## src/sv/swm_pkg.sv

```systemverilog
// Shared types and constants of the sliding window median unit.
`timescale 1ns / 1ps

package swm_pkg;

    // Window depth and sample width
    localparam int MAX_WINDOW  = 64;
    localparam int SAMPLE_BITS = 16;

    // Register field widths
    localparam int SIZE_BITS     = 7;
    localparam int CFG_IDX_BITS  = 4;
    localparam int CFG_DATA_BITS = (SAMPLE_BITS > SIZE_BITS) ? SAMPLE_BITS : SIZE_BITS;

    // Register indexes
    localparam logic [CFG_IDX_BITS-1:0] REG_WINDOW_SIZE   = CFG_IDX_BITS'(0);
    localparam logic [CFG_IDX_BITS-1:0] REG_INITIAL_VALUE = CFG_IDX_BITS'(1);

    // Derived widths
    localparam int AGE_BITS  = (MAX_WINDOW > 1) ? $clog2(MAX_WINDOW) : 1;
    localparam int ADDR_BITS = AGE_BITS;
    localparam int CNT_BITS  = $clog2(MAX_WINDOW + 1);
    localparam int SUM_BITS  = SAMPLE_BITS + $clog2(MAX_WINDOW);
    localparam int MED_BITS  = SAMPLE_BITS + 1;

    // Stream payload widths, padded to whole bytes
    localparam int IN_BITS    = ((SAMPLE_BITS + 7) / 8) * 8;
    localparam int OUT_FIELDS = MED_BITS + 2 * SAMPLE_BITS + SUM_BITS;
    localparam int OUT_BITS   = ((OUT_FIELDS + 7) / 8) * 8;

    // One stored slot: value in sorted order plus its age
    typedef struct packed {
        logic [SAMPLE_BITS-1:0] value;
        logic [AGE_BITS-1:0]    age;
    } t_entry;

    localparam int ENTRY_BITS = $bits(t_entry);

    // Active window setup handed to the core
    typedef struct packed {
        logic [CNT_BITS-1:0]    size;
        logic [SAMPLE_BITS-1:0] init;
    } t_cfg;

    // One result item
    typedef struct packed {
        logic [SUM_BITS-1:0]    sum;
        logic [SAMPLE_BITS-1:0] max;
        logic [SAMPLE_BITS-1:0] min;
        logic [MED_BITS-1:0]    med2;
    } t_result;

endpackage

```

## src/sv/swm_ram.sv

```systemverilog
// Generic single-write, single-read RAM with a registered read port.
`timescale 1ns / 1ps

module swm_ram #(
    parameter int WIDTH = 8,
    parameter int DEPTH = 16
) (
    input  logic                                         i_clk,
    input  logic                                         i_wr_en,
    input  logic [((DEPTH > 1) ? $clog2(DEPTH) : 1)-1:0] i_wr_addr,
    input  logic [WIDTH-1:0]                             i_wr_data,
    input  logic [((DEPTH > 1) ? $clog2(DEPTH) : 1)-1:0] i_rd_addr,
    output logic [WIDTH-1:0]                             o_rd_data
);

    logic [WIDTH-1:0] r_mem [DEPTH];

    // Write and read; a read of the address being written returns the old word
    always_ff @(posedge i_clk) begin
        if (i_wr_en) begin
            r_mem[i_wr_addr] <= i_wr_data;
        end
        o_rd_data <= r_mem[i_rd_addr];
    end

endmodule

```

## src/sv/swm_core.sv

```systemverilog
// Sorted-store sequencer: refill sweep, evict-and-insert merge pass, result capture.
`timescale 1ns / 1ps

module swm_core (
    input  logic                           i_clk,
    input  logic                           i_rst_n,
    input  swm_pkg::t_cfg                  i_cfg,
    input  logic                           i_refill,
    input  logic                           i_start,
    input  logic [swm_pkg::SAMPLE_BITS-1:0] i_sample,
    output logic                           o_idle,
    output logic                           o_res_valid,
    input  logic                           i_res_ready,
    output swm_pkg::t_result               o_res
);

    import swm_pkg::*;

    typedef enum logic [2:0] {
        ST_CLEAR,
        ST_IDLE,
        ST_SCAN,
        ST_FINISH,
        ST_DONE
    } t_state;

    t_state                 r_state;
    logic [CNT_BITS-1:0]    r_j;
    logic [CNT_BITS-1:0]    r_w;
    logic [SAMPLE_BITS-1:0] r_s;
    t_entry                 r_buf;
    logic                   r_buf_v;
    logic                   r_removed;
    logic                   r_injected;
    logic [SUM_BITS-1:0]    r_sum;
    logic [SAMPLE_BITS-1:0] r_lo;
    logic [SAMPLE_BITS-1:0] r_hi;
    logic [SAMPLE_BITS-1:0] r_min;
    logic [SAMPLE_BITS-1:0] r_max;

    logic                   wr_en;
    logic [ADDR_BITS-1:0]   wr_addr;
    t_entry                 wr_data;
    logic [ADDR_BITS-1:0]   rd_addr;
    t_entry                 rd_data;

    logic [CNT_BITS-1:0]    last_idx;
    logic [CNT_BITS-1:0]    lo_idx;
    logic [CNT_BITS-1:0]    hi_idx;
    logic [CNT_BITS-1:0]    j_inc;
    logic                   is_oldest;
    logic                   keep;
    logic                   inject;
    t_entry                 aged;
    t_entry                 s_entry;
    t_entry                 emit_val;
    logic                   emit;
    t_entry                 n_buf;
    logic                   n_buf_v;
    logic                   capture;
    logic [SAMPLE_BITS+CNT_BITS:0] fill_sum;

    // Slot store
    swm_ram #(
        .WIDTH (ENTRY_BITS),
        .DEPTH (MAX_WINDOW)
    ) u_ram (
        .i_clk     (i_clk),
        .i_wr_en   (wr_en),
        .i_wr_addr (wr_addr),
        .i_wr_data (wr_data),
        .i_rd_addr (rd_addr),
        .o_rd_data (rd_data)
    );

    // Window positions of interest
    assign last_idx = i_cfg.size - 1'b1;
    assign lo_idx   = last_idx >> 1;
    assign hi_idx   = i_cfg.size >> 1;
    assign j_inc    = r_j + 1'b1;
    assign fill_sum = $signed(i_cfg.init) * $signed({1'b0, i_cfg.size});

    // Merge step: drop the oldest slot, age the rest, slip the sample in before
    // the first kept slot that is greater than it
    always_comb begin
        s_entry.value = r_s;
        s_entry.age   = '0;
        aged.value    = rd_data.value;
        aged.age      = AGE_BITS'(rd_data.age + 1'b1);
        is_oldest     = !r_removed && (rd_data.age == AGE_BITS'(last_idx));
        keep          = !is_oldest;
        inject        = !r_injected && keep && ($signed(rd_data.value) > $signed(r_s));
        emit          = 1'b0;
        emit_val      = aged;
        n_buf         = r_buf;
        n_buf_v       = r_buf_v;
        if (r_buf_v) begin
            emit     = 1'b1;
            emit_val = r_buf;
            n_buf    = aged;
            n_buf_v  = keep;
        end else if (inject) begin
            emit     = 1'b1;
            emit_val = s_entry;
            n_buf    = aged;
            n_buf_v  = 1'b1;
        end else if (keep) begin
            emit     = 1'b1;
            emit_val = aged;
        end
    end

    // Memory port steering
    always_comb begin
        wr_en         = 1'b0;
        wr_addr       = r_w[ADDR_BITS-1:0];
        wr_data       = emit_val;
        rd_addr       = '0;
        capture       = 1'b0;
        unique case (r_state)
            ST_CLEAR: begin
                wr_en         = 1'b1;
                wr_addr       = r_j[ADDR_BITS-1:0];
                wr_data.value = i_cfg.init;
                wr_data.age   = AGE_BITS'(last_idx - r_j);
            end
            ST_SCAN: begin
                wr_en   = emit;
                capture = emit;
                rd_addr = j_inc[ADDR_BITS-1:0];
            end
            // Flush the held slot, or place the sample on top when nothing was greater
            ST_FINISH: begin
                wr_en   = r_buf_v || !r_injected;
                capture = r_buf_v || !r_injected;
                wr_data = r_buf_v ? r_buf : s_entry;
            end
            default: begin
                wr_en = 1'b0;
            end
        endcase
    end

    // Sequencer and result registers
    always_ff @(posedge i_clk) begin
        if (!i_rst_n) begin
            r_state <= ST_CLEAR;
            r_j     <= '0;
        end else if (i_refill) begin
            r_state <= ST_CLEAR;
            r_j     <= '0;
        end else begin
            unique case (r_state)
                ST_CLEAR: begin
                    r_sum <= fill_sum[SUM_BITS-1:0];
                    r_j   <= j_inc;
                    if (r_j == last_idx) begin
                        r_state <= ST_IDLE;
                    end
                end
                ST_IDLE: begin
                    if (i_start) begin
                        r_s        <= i_sample;
                        r_j        <= '0;
                        r_w        <= '0;
                        r_buf_v    <= 1'b0;
                        r_removed  <= 1'b0;
                        r_injected <= 1'b0;
                        r_state    <= ST_SCAN;
                    end
                end
                ST_SCAN: begin
                    r_j     <= j_inc;
                    r_w     <= r_w + CNT_BITS'(emit);
                    r_buf   <= n_buf;
                    r_buf_v <= n_buf_v;
                    if (is_oldest) begin
                        r_removed <= 1'b1;
                        r_sum     <= r_sum - SUM_BITS'($signed(rd_data.value))
                                           + SUM_BITS'($signed(r_s));
                    end
                    if (inject) begin
                        r_injected <= 1'b1;
                    end
                    if (r_j == last_idx) begin
                        r_state <= ST_FINISH;
                    end
                end
                ST_FINISH: begin
                    r_state <= ST_DONE;
                end
                ST_DONE: begin
                    if (i_res_ready) begin
                        r_state <= ST_IDLE;
                    end
                end
                default: begin
                    r_state <= ST_CLEAR;
                end
            endcase
        end

        // Snoop written slots for min, max and the middle pair
        if (capture) begin
            if (r_w == '0)      r_min <= wr_data.value;
            if (r_w == last_idx) r_max <= wr_data.value;
            if (r_w == lo_idx)  r_lo  <= wr_data.value;
            if (r_w == hi_idx)  r_hi  <= wr_data.value;
        end
    end

    // Result
    assign o_idle      = (r_state == ST_IDLE);
    assign o_res_valid = (r_state == ST_DONE);
    assign o_res.med2  = MED_BITS'($signed(r_lo)) + MED_BITS'($signed(r_hi));
    assign o_res.min   = r_min;
    assign o_res.max   = r_max;
    assign o_res.sum   = r_sum;

endmodule

```

## src/sv/sliding_window_median_unit.sv

```systemverilog
// Top level of the sliding window median unit: registers, stream ports, output stage.
`timescale 1ns / 1ps

// Channel   Dir  Handshake                 Payload
// s (in)    in   i_s_tvalid / o_s_tready   i_s_tdata: sample
// m (out)   out  o_m_tvalid / i_m_tready   o_m_tdata: median_times_two, min, max, sum
// cfg       in   i_cfg_valid / o_cfg_ready i_cfg_index, i_cfg_data
//
// A new sample is taken only after the last one is through, N being the
// active window size: one merge pass reads and rewrites the N slots of the sorted
// store through its single read and single write port, one slot per cycle.
// Reset and every write to a listed register start a sweep that refills all N slots of
// the store; no sample is taken during it, register writes are taken at all times.
// A result waits in the output register while the next sample is already processed.

module sliding_window_median_unit (
    input  logic                             i_clk,
    input  logic                             i_rst_n,
    // Input samples
    input  logic                             i_s_tvalid,
    output logic                             o_s_tready,
    input  logic [swm_pkg::IN_BITS-1:0]      i_s_tdata,   // [15:0] sample
    // Results
    output logic                             o_m_tvalid,
    input  logic                             i_m_tready,
    output logic [swm_pkg::OUT_BITS-1:0]     o_m_tdata,   // [16:0] median_times_two,
                                                          // [32:17] window_min,
                                                          // [48:33] window_max,
                                                          // [70:49] window_sum
    // Register writes
    input  logic                             i_cfg_valid,
    output logic                             o_cfg_ready,
    input  logic [swm_pkg::CFG_IDX_BITS-1:0] i_cfg_index,
    input  logic [swm_pkg::CFG_DATA_BITS-1:0] i_cfg_data
);

    import swm_pkg::*;

    logic [SIZE_BITS-1:0]   r_window_size;
    logic [SAMPLE_BITS-1:0] r_initial_value;
    logic                   r_refill;
    logic                   r_out_valid;
    t_result                r_out;

    t_cfg                   cfg;
    logic                   cfg_fire;
    logic                   in_fire;
    logic                   core_idle;
    logic                   res_valid;
    logic                   res_ready;
    t_result                res;

    // Register writes
    assign o_cfg_ready = 1'b1;
    assign cfg_fire    = i_cfg_valid && o_cfg_ready;

    always_ff @(posedge i_clk) begin
        if (!i_rst_n) begin
            r_window_size   <= SIZE_BITS'(15);
            r_initial_value <= '0;
            r_refill        <= 1'b0;
        end else if (cfg_fire) begin
            unique case (i_cfg_index)
                REG_WINDOW_SIZE: begin
                    r_window_size <= i_cfg_data[SIZE_BITS-1:0];
                    r_refill      <= 1'b1;
                end
                REG_INITIAL_VALUE: begin
                    r_initial_value <= i_cfg_data[SAMPLE_BITS-1:0];
                    r_refill        <= 1'b1;
                end
                default: begin
                    r_refill <= 1'b0;
                end
            endcase
        end else begin
            r_refill <= 1'b0;
        end
    end

    // Clamp the window size to the range from one to the store depth
    always_comb begin
        cfg.init = r_initial_value;
        if (r_window_size == '0) begin
            cfg.size = CNT_BITS'(1);
        end else if (r_window_size > MAX_WINDOW) begin
            cfg.size = CNT_BITS'(MAX_WINDOW);
        end else begin
            cfg.size = CNT_BITS'(r_window_size);
        end
    end

    // Input transfer
    assign o_s_tready = core_idle && !r_refill;
    assign in_fire    = i_s_tvalid && o_s_tready;

    swm_core u_core (
        .i_clk       (i_clk),
        .i_rst_n     (i_rst_n),
        .i_cfg       (cfg),
        .i_refill    (r_refill),
        .i_start     (in_fire),
        .i_sample    (i_s_tdata[SAMPLE_BITS-1:0]),
        .o_idle      (core_idle),
        .o_res_valid (res_valid),
        .i_res_ready (res_ready),
        .o_res       (res)
    );

    // Output register
    assign res_ready = !r_out_valid || i_m_tready;

    always_ff @(posedge i_clk) begin
        if (!i_rst_n) begin
            r_out_valid <= 1'b0;
        end else if (res_valid && res_ready) begin
            r_out_valid <= 1'b1;
        end else if (i_m_tready) begin
            r_out_valid <= 1'b0;
        end
        if (res_valid && res_ready) begin
            r_out <= res;
        end
    end

    assign o_m_tvalid = r_out_valid;
    assign o_m_tdata  = OUT_BITS'({r_out.sum, r_out.max, r_out.min, r_out.med2});

    // A sample never yields its result in the cycle after its transfer
    a_no_instant_result: assert property (@(posedge i_clk) disable iff (!i_rst_n)
        in_fire |=> !res_valid)
        else $error("result offered one cycle after a sample transfer");

    // A write to a listed register blocks samples while the store refills
    a_refill_blocks_input: assert property (@(posedge i_clk) disable iff (!i_rst_n)
        (cfg_fire && (i_cfg_index == REG_WINDOW_SIZE || i_cfg_index == REG_INITIAL_VALUE))
        |=> !o_s_tready)
        else $error("sample accepted right after a register write");

    // The core hands over a result only into a free output register
    a_result_has_room: assert property (@(posedge i_clk) disable iff (!i_rst_n)
        (res_valid && res_ready) |-> (!r_out_valid || i_m_tready))
        else $error("result loaded over a pending output");

    // The core is never idle and done at once
    a_idle_not_done: assert property (@(posedge i_clk) disable iff (!i_rst_n)
        !(core_idle && res_valid))
        else $error("core idle while a result is pending");

endmodule
```

## config.mk

```make
export PLATFORM = sky130hd
export DESIGN_NAME = sliding_window_median_unit
export DESIGN_NICKNAME = d
export VERILOG_FILES = /design/src/sv/swm_pkg.sv /design/src/sv/swm_ram.sv /design/src/sv/swm_core.sv /design/src/sv/sliding_window_median_unit.sv
export SDC_FILE = /design/constraint.sdc
export NUM_CORES = 2
export LEC_CHECK = 0
export ABC_CLOCK_PERIOD_IN_PS = 8500
export BUFFER_PORTS_ARGS = -buffer_cell sky130_fd_sc_hd__buf_2
export CAP_MARGIN = 25
export CORE_UTILIZATION = 40
export CTS_CLUSTER_SIZE = 30
export DETAILED_ROUTE_END_ITERATION = 8
export GPL_TIMING_DRIVEN = 0
export HOLD_SLACK_MARGIN = 0.15
export PLACE_DENSITY = 0.59
export SLEW_MARGIN = 20
export SYNTH_ARGS = -nofsm -noshare
export SYNTH_HDL_FRONTEND = slang
export SYNTH_SLANG_ARGS = --single-unit
```

## constraint.sdc

```tcl
create_clock -name i_clk -period 8.5 [get_ports i_clk]
set_input_delay 1.7 -clock i_clk [delete_from_list [all_inputs] [get_ports i_clk]]
set_output_delay 1.7 -clock i_clk [all_outputs]
set_load 0.02 [all_outputs]
```

==> flow_summary_export.csv <==
group,metric,value,unit
critical_path,cp_top_family,"adder cells",
detailed_routing,viasPerCell,5.495,
detailed_routing,wl,183800,um
power_and_ir_drop,power.share.sequential,53.0,%
worst_hold_path,hp-class,"reg -> reg",
worst_hold_path,whs_path_depth,0,
global_route,grt_pass1_wl,266500,um
synth,synth.most_common_cell,"edfxtp_1",
global_route,grt_pass1_vias,38734,
critical_path,path_cells,"buf_2, nor4_1, a21oi_1, nor2_1, clkbuf_1, clkbuf_1, and2_1, fa_1, fa_1, inv_1, fa_1, inv_1, ha_1, a21oi_1, o21ai_0, and2_1, o311ai_0, o21ai_0",
power_and_ir_drop,p_comb_share,4.2,%
critical_path,crit_top_cell,"fa_1",
floorplan,ioPinCount,116,
sta,tightest_slew,1121,ps
detailed_routing,firstDrtPassIters,6,
sta,max-slew-margin-rel,24.30,%
power_and_ir_drop,power,17.21,mW
synth,yosysSeqAreaShare,70.05,%
sta,setup_slack,2053,ps
sta,finalCritPeriodShare,75.85,%
critical_path,cp_data_required_time,9010,ps
synth,synthArstFlopShare,0,%
floorplan,dieArea,0.1786,mm^2
critical_path,max_stage_delay,910,ps
synth,yosys_warnings,0,
global_route,overflow,0,
floorplan,fp.dieW,422.6,um
synth,synth_cell_types,75,
critical_path,critPathLaunchType,"flop",
finish,fin_nets,4818,
power_and_ir_drop,vdd_drop_max,0.1748,mV
detailed_routing,num_vias,38744,
global_route,track_usage,20.43,%
cts,cts_setup_buffers,0,
place,dpl.hpwl,127100,um
detailed_routing,drcViolationCount,0,
floorplan,fp.coreArea,0.1759,mm^2
synth,synth.avg_cell_area,17.07,um^2
finish,regArea,0.04958,mm^2
floorplan,die_h,422.6,um
finish,multi_input_area,0.02008,mm^2
critical_path,cpMaxStageDelayCell,"o311ai_0",
place,dpl_worst_slack,2127,ps
floorplan,initial_core_util,40.23,%
cts,clockRootBuffer,"clkbuf_16",
critical_path,ff2ff_path_depth,18,
outcome,run_status,"finished clean",
global_route,top_usage_layer,"met2",
synth,syn_nets,4399,
cts,worstSkewPairLatency,830,ps
finish,area_growth,16.69,%
detailed_routing,drt_iter0_drc,4229,
cts,cts_hold_buffers,0,
synth,synthTopCellsByArea,"edfxtp_1 68%, mux4_2 11%, fa_1 2.9%",
synth,ys.flop_type,"edfxtp_1",
cts,cts_buffers,170,
floorplan,fp-row-count,154,
synth,syn_inst,4146,
power_and_ir_drop,power_density,208.4,mW/mm^2
finish,final_util,46.95,%
cts,cts_resized,0,
sta,period_needed,6447,ps
job,drv_cap,0,
critical_path,worstPathArrival,6960,ps
cts,cts_tree,"yes",
place,io_buffers,113,
critical_path,crit_fanout,10,
sta,fin_skew,44.84,ps
synth,synth_top_area_share,68.44,%
critical_path,critical_path.endpoint_type,"flop",
sta,finalSetupViolations,0,
sta,fmax,155.1,MHz
sta,rsz0062_at_grt,"false",
cts,cts_buffer_depth,3,
critical_path,cp_num_cells,18,
place,place.gp.congestion,1.006,
power_and_ir_drop,power.internal,13.48,mW
cts,htreeDepth,4,
detailed_routing,route.detailed.wl_per_inst,26.06,um
synth,synth_edf_count,1613,
global_route,grt_max_degree,66,
global_route,met1_usage,29.06,%
power_and_ir_drop,power.net_switching,3.739,mW
cts,clock-sinks,1670,
finish,drive_above_1_share,21.68,%
cts,clk_pin_slew,60,ps
critical_path,path_buf_inv,5,
global_route,antenna_found_initial,8,
synth,synth_area_leader_cell,"edfxtp_1",
sta,drv_slew,0,
global_route,grt_util_met3,3.377,%
global_route,gr-usage-met2,32.05,%
critical_path,path_class,"reg -> reg",
sta,hold_viol_final,0,
power_and_ir_drop,pwr-share-clk,42.8,%
synth,synth_area,0.07078,mm^2
power_and_ir_drop,leakagePower,28.27,nW
detailed_routing,ant_nets,0,
synth,synthTopCellsByCount,"1613 x edfxtp_1, 475 x nand2_1, 352 x mux4_2",
power_and_ir_drop,p_sw_share,21.72,%
synth,ys_ff_latch,1670,
finish,fillCellCount,14843,
==> power by group through the flow <==
stage          clock network (mW)  registers (mW)  logic [mW]
6_report                     7.37            9.12       0.721
5_1_grt                      7.80            9.12       0.781
4_1_cts                      7.49            9.12       0.714
3_5_place_dp                    0            9.30       0.710
3_3_place_gp                    0            9.32       0.629
2_1_floorplan                   0            9.28       0.421
==> final timing paths <==
kind,startpoint,to,slack [ps]
setup / recovery,r_window_size[3]$_SDFFE_PN1P_,u_core.r_sum[13]$_DFFE_PP_,2050
hold / removal,u_core.r_min[2]$_DFFE_PP_,o_m_tdata[19]$_DFFE_PP_,420
setup reg to reg,r_window_size[3]$_SDFFE_PN1P_,u_core.r_sum[13]$_DFFE_PP_,2050
hold reg to reg,u_core.r_min[2]$_DFFE_PP_,o_m_tdata[19]$_DFFE_PP_,420
==> cells in the final DEF (no fill, tap or decap), drive strengths merged, types with 5 or more instances in the layout <==
cell type / instances
o21ai: 49
a221o: 16
xor2: 29
nor4: 6
o21a: 13
a31oi: 24
mux4: 352
inv: 232
a311oi: 45
clkbuf: 325
nand2: 475
fa: 104
nand3: 179
and2: 95
dfxtp: 57
nand2b: 9
mux2i: 12
a211oi: 15
nor3: 21
a2111oi: 5
or3: 9
buf: 329
clkinv: 89
clkinvlp: 5
bufinv: 12
a21oi: 80
o31ai: 8
xnor2: 65
nand4: 20
nor2b: 21
ha: 108
a21o: 22
o211ai: 8
nor2: 158
o21bai: 7
edfxtp: 1613
a21boi: 18
and3: 33
==> metrics by stage <==
stage | instance area (um^2) | setup TNS [ps] | std cells | hold slack (ps)
after floorplan | 70780 | 0 | 4146 | 400.3
final | 82590 | 0 | 7051 | 418.5
after global routing | 82590 | 0 | 7050 | 423.2
after detailed placement | 77080 | 0 | 6733 | 404.5
after CTS | 82590 | 0 | 7049 | 416.6
after global placement | 74270 | -140440 | 6599 | 402.1
==> cell type report <==
type / count / area share [%]
Sequential cell: 1670 / 60.03
Multi-Input combinational cell: 2047 / 24.31
Clock buffer: 208 / 5.425
Tap cell: 2340 / 3.545
Timing Repair Buffer: 247 / 3.212
Clock inverter: 108 / 1.238
Buffer: 199 / 1.186
Inverter: 230 / 1.045
Antenna cell: 2 / 0.006060
==> registers in the layout (all words and copies together), names as in the netlist, 22 cells and up <==
register                flops
u_core.r_sum               22
u_core.u_ram.r_mem       1408
o_m_tdata                  71
u_core.u_ram.o_rd_data     22
u_core.r_buf               22
==> per-layer routing <==
metal	part of all wire [%]	up-vias	routed length, um
met5	0.0038	-	7
li1	-	16802	-
met2	47	1406	86600
met3	6.7	287	12290
met1	43	20247	79160
met4	3.1	2	5716
==> cells by family after synthesis <==
kind of cell | count (synthesis) | synth area share, %
AND/OR/NAND/NOR | 1040 | 6.652
flip-flops | 1670 | 70.05
adder cells (fa/ha/maj) | 212 | 4.851
multiplexers | 366 | 11.40
buffers and inverters | 429 | 2.604
AO/OA/AOI/OAI | 333 | 3.240
XOR/XNOR | 94 | 1.190
other | 2 | 0.01061
==> worst register-to-register path: stages (launching register included) <==
cell	delay, ps
dfxtp_1	290
buf_2	160
nor4_1	360
a21oi_1	120
nor2_1	290
clkbuf_1	430
clkbuf_1	610
and2_1	260
fa_1	420
fa_1	540
inv_1	50
fa_1	520
inv_1	60
ha_1	330
a21oi_1	310
o21ai_0	130
and2_1	170
o311ai_0	910
o21ai_0	190
Power figures use the tool's default switching activity.
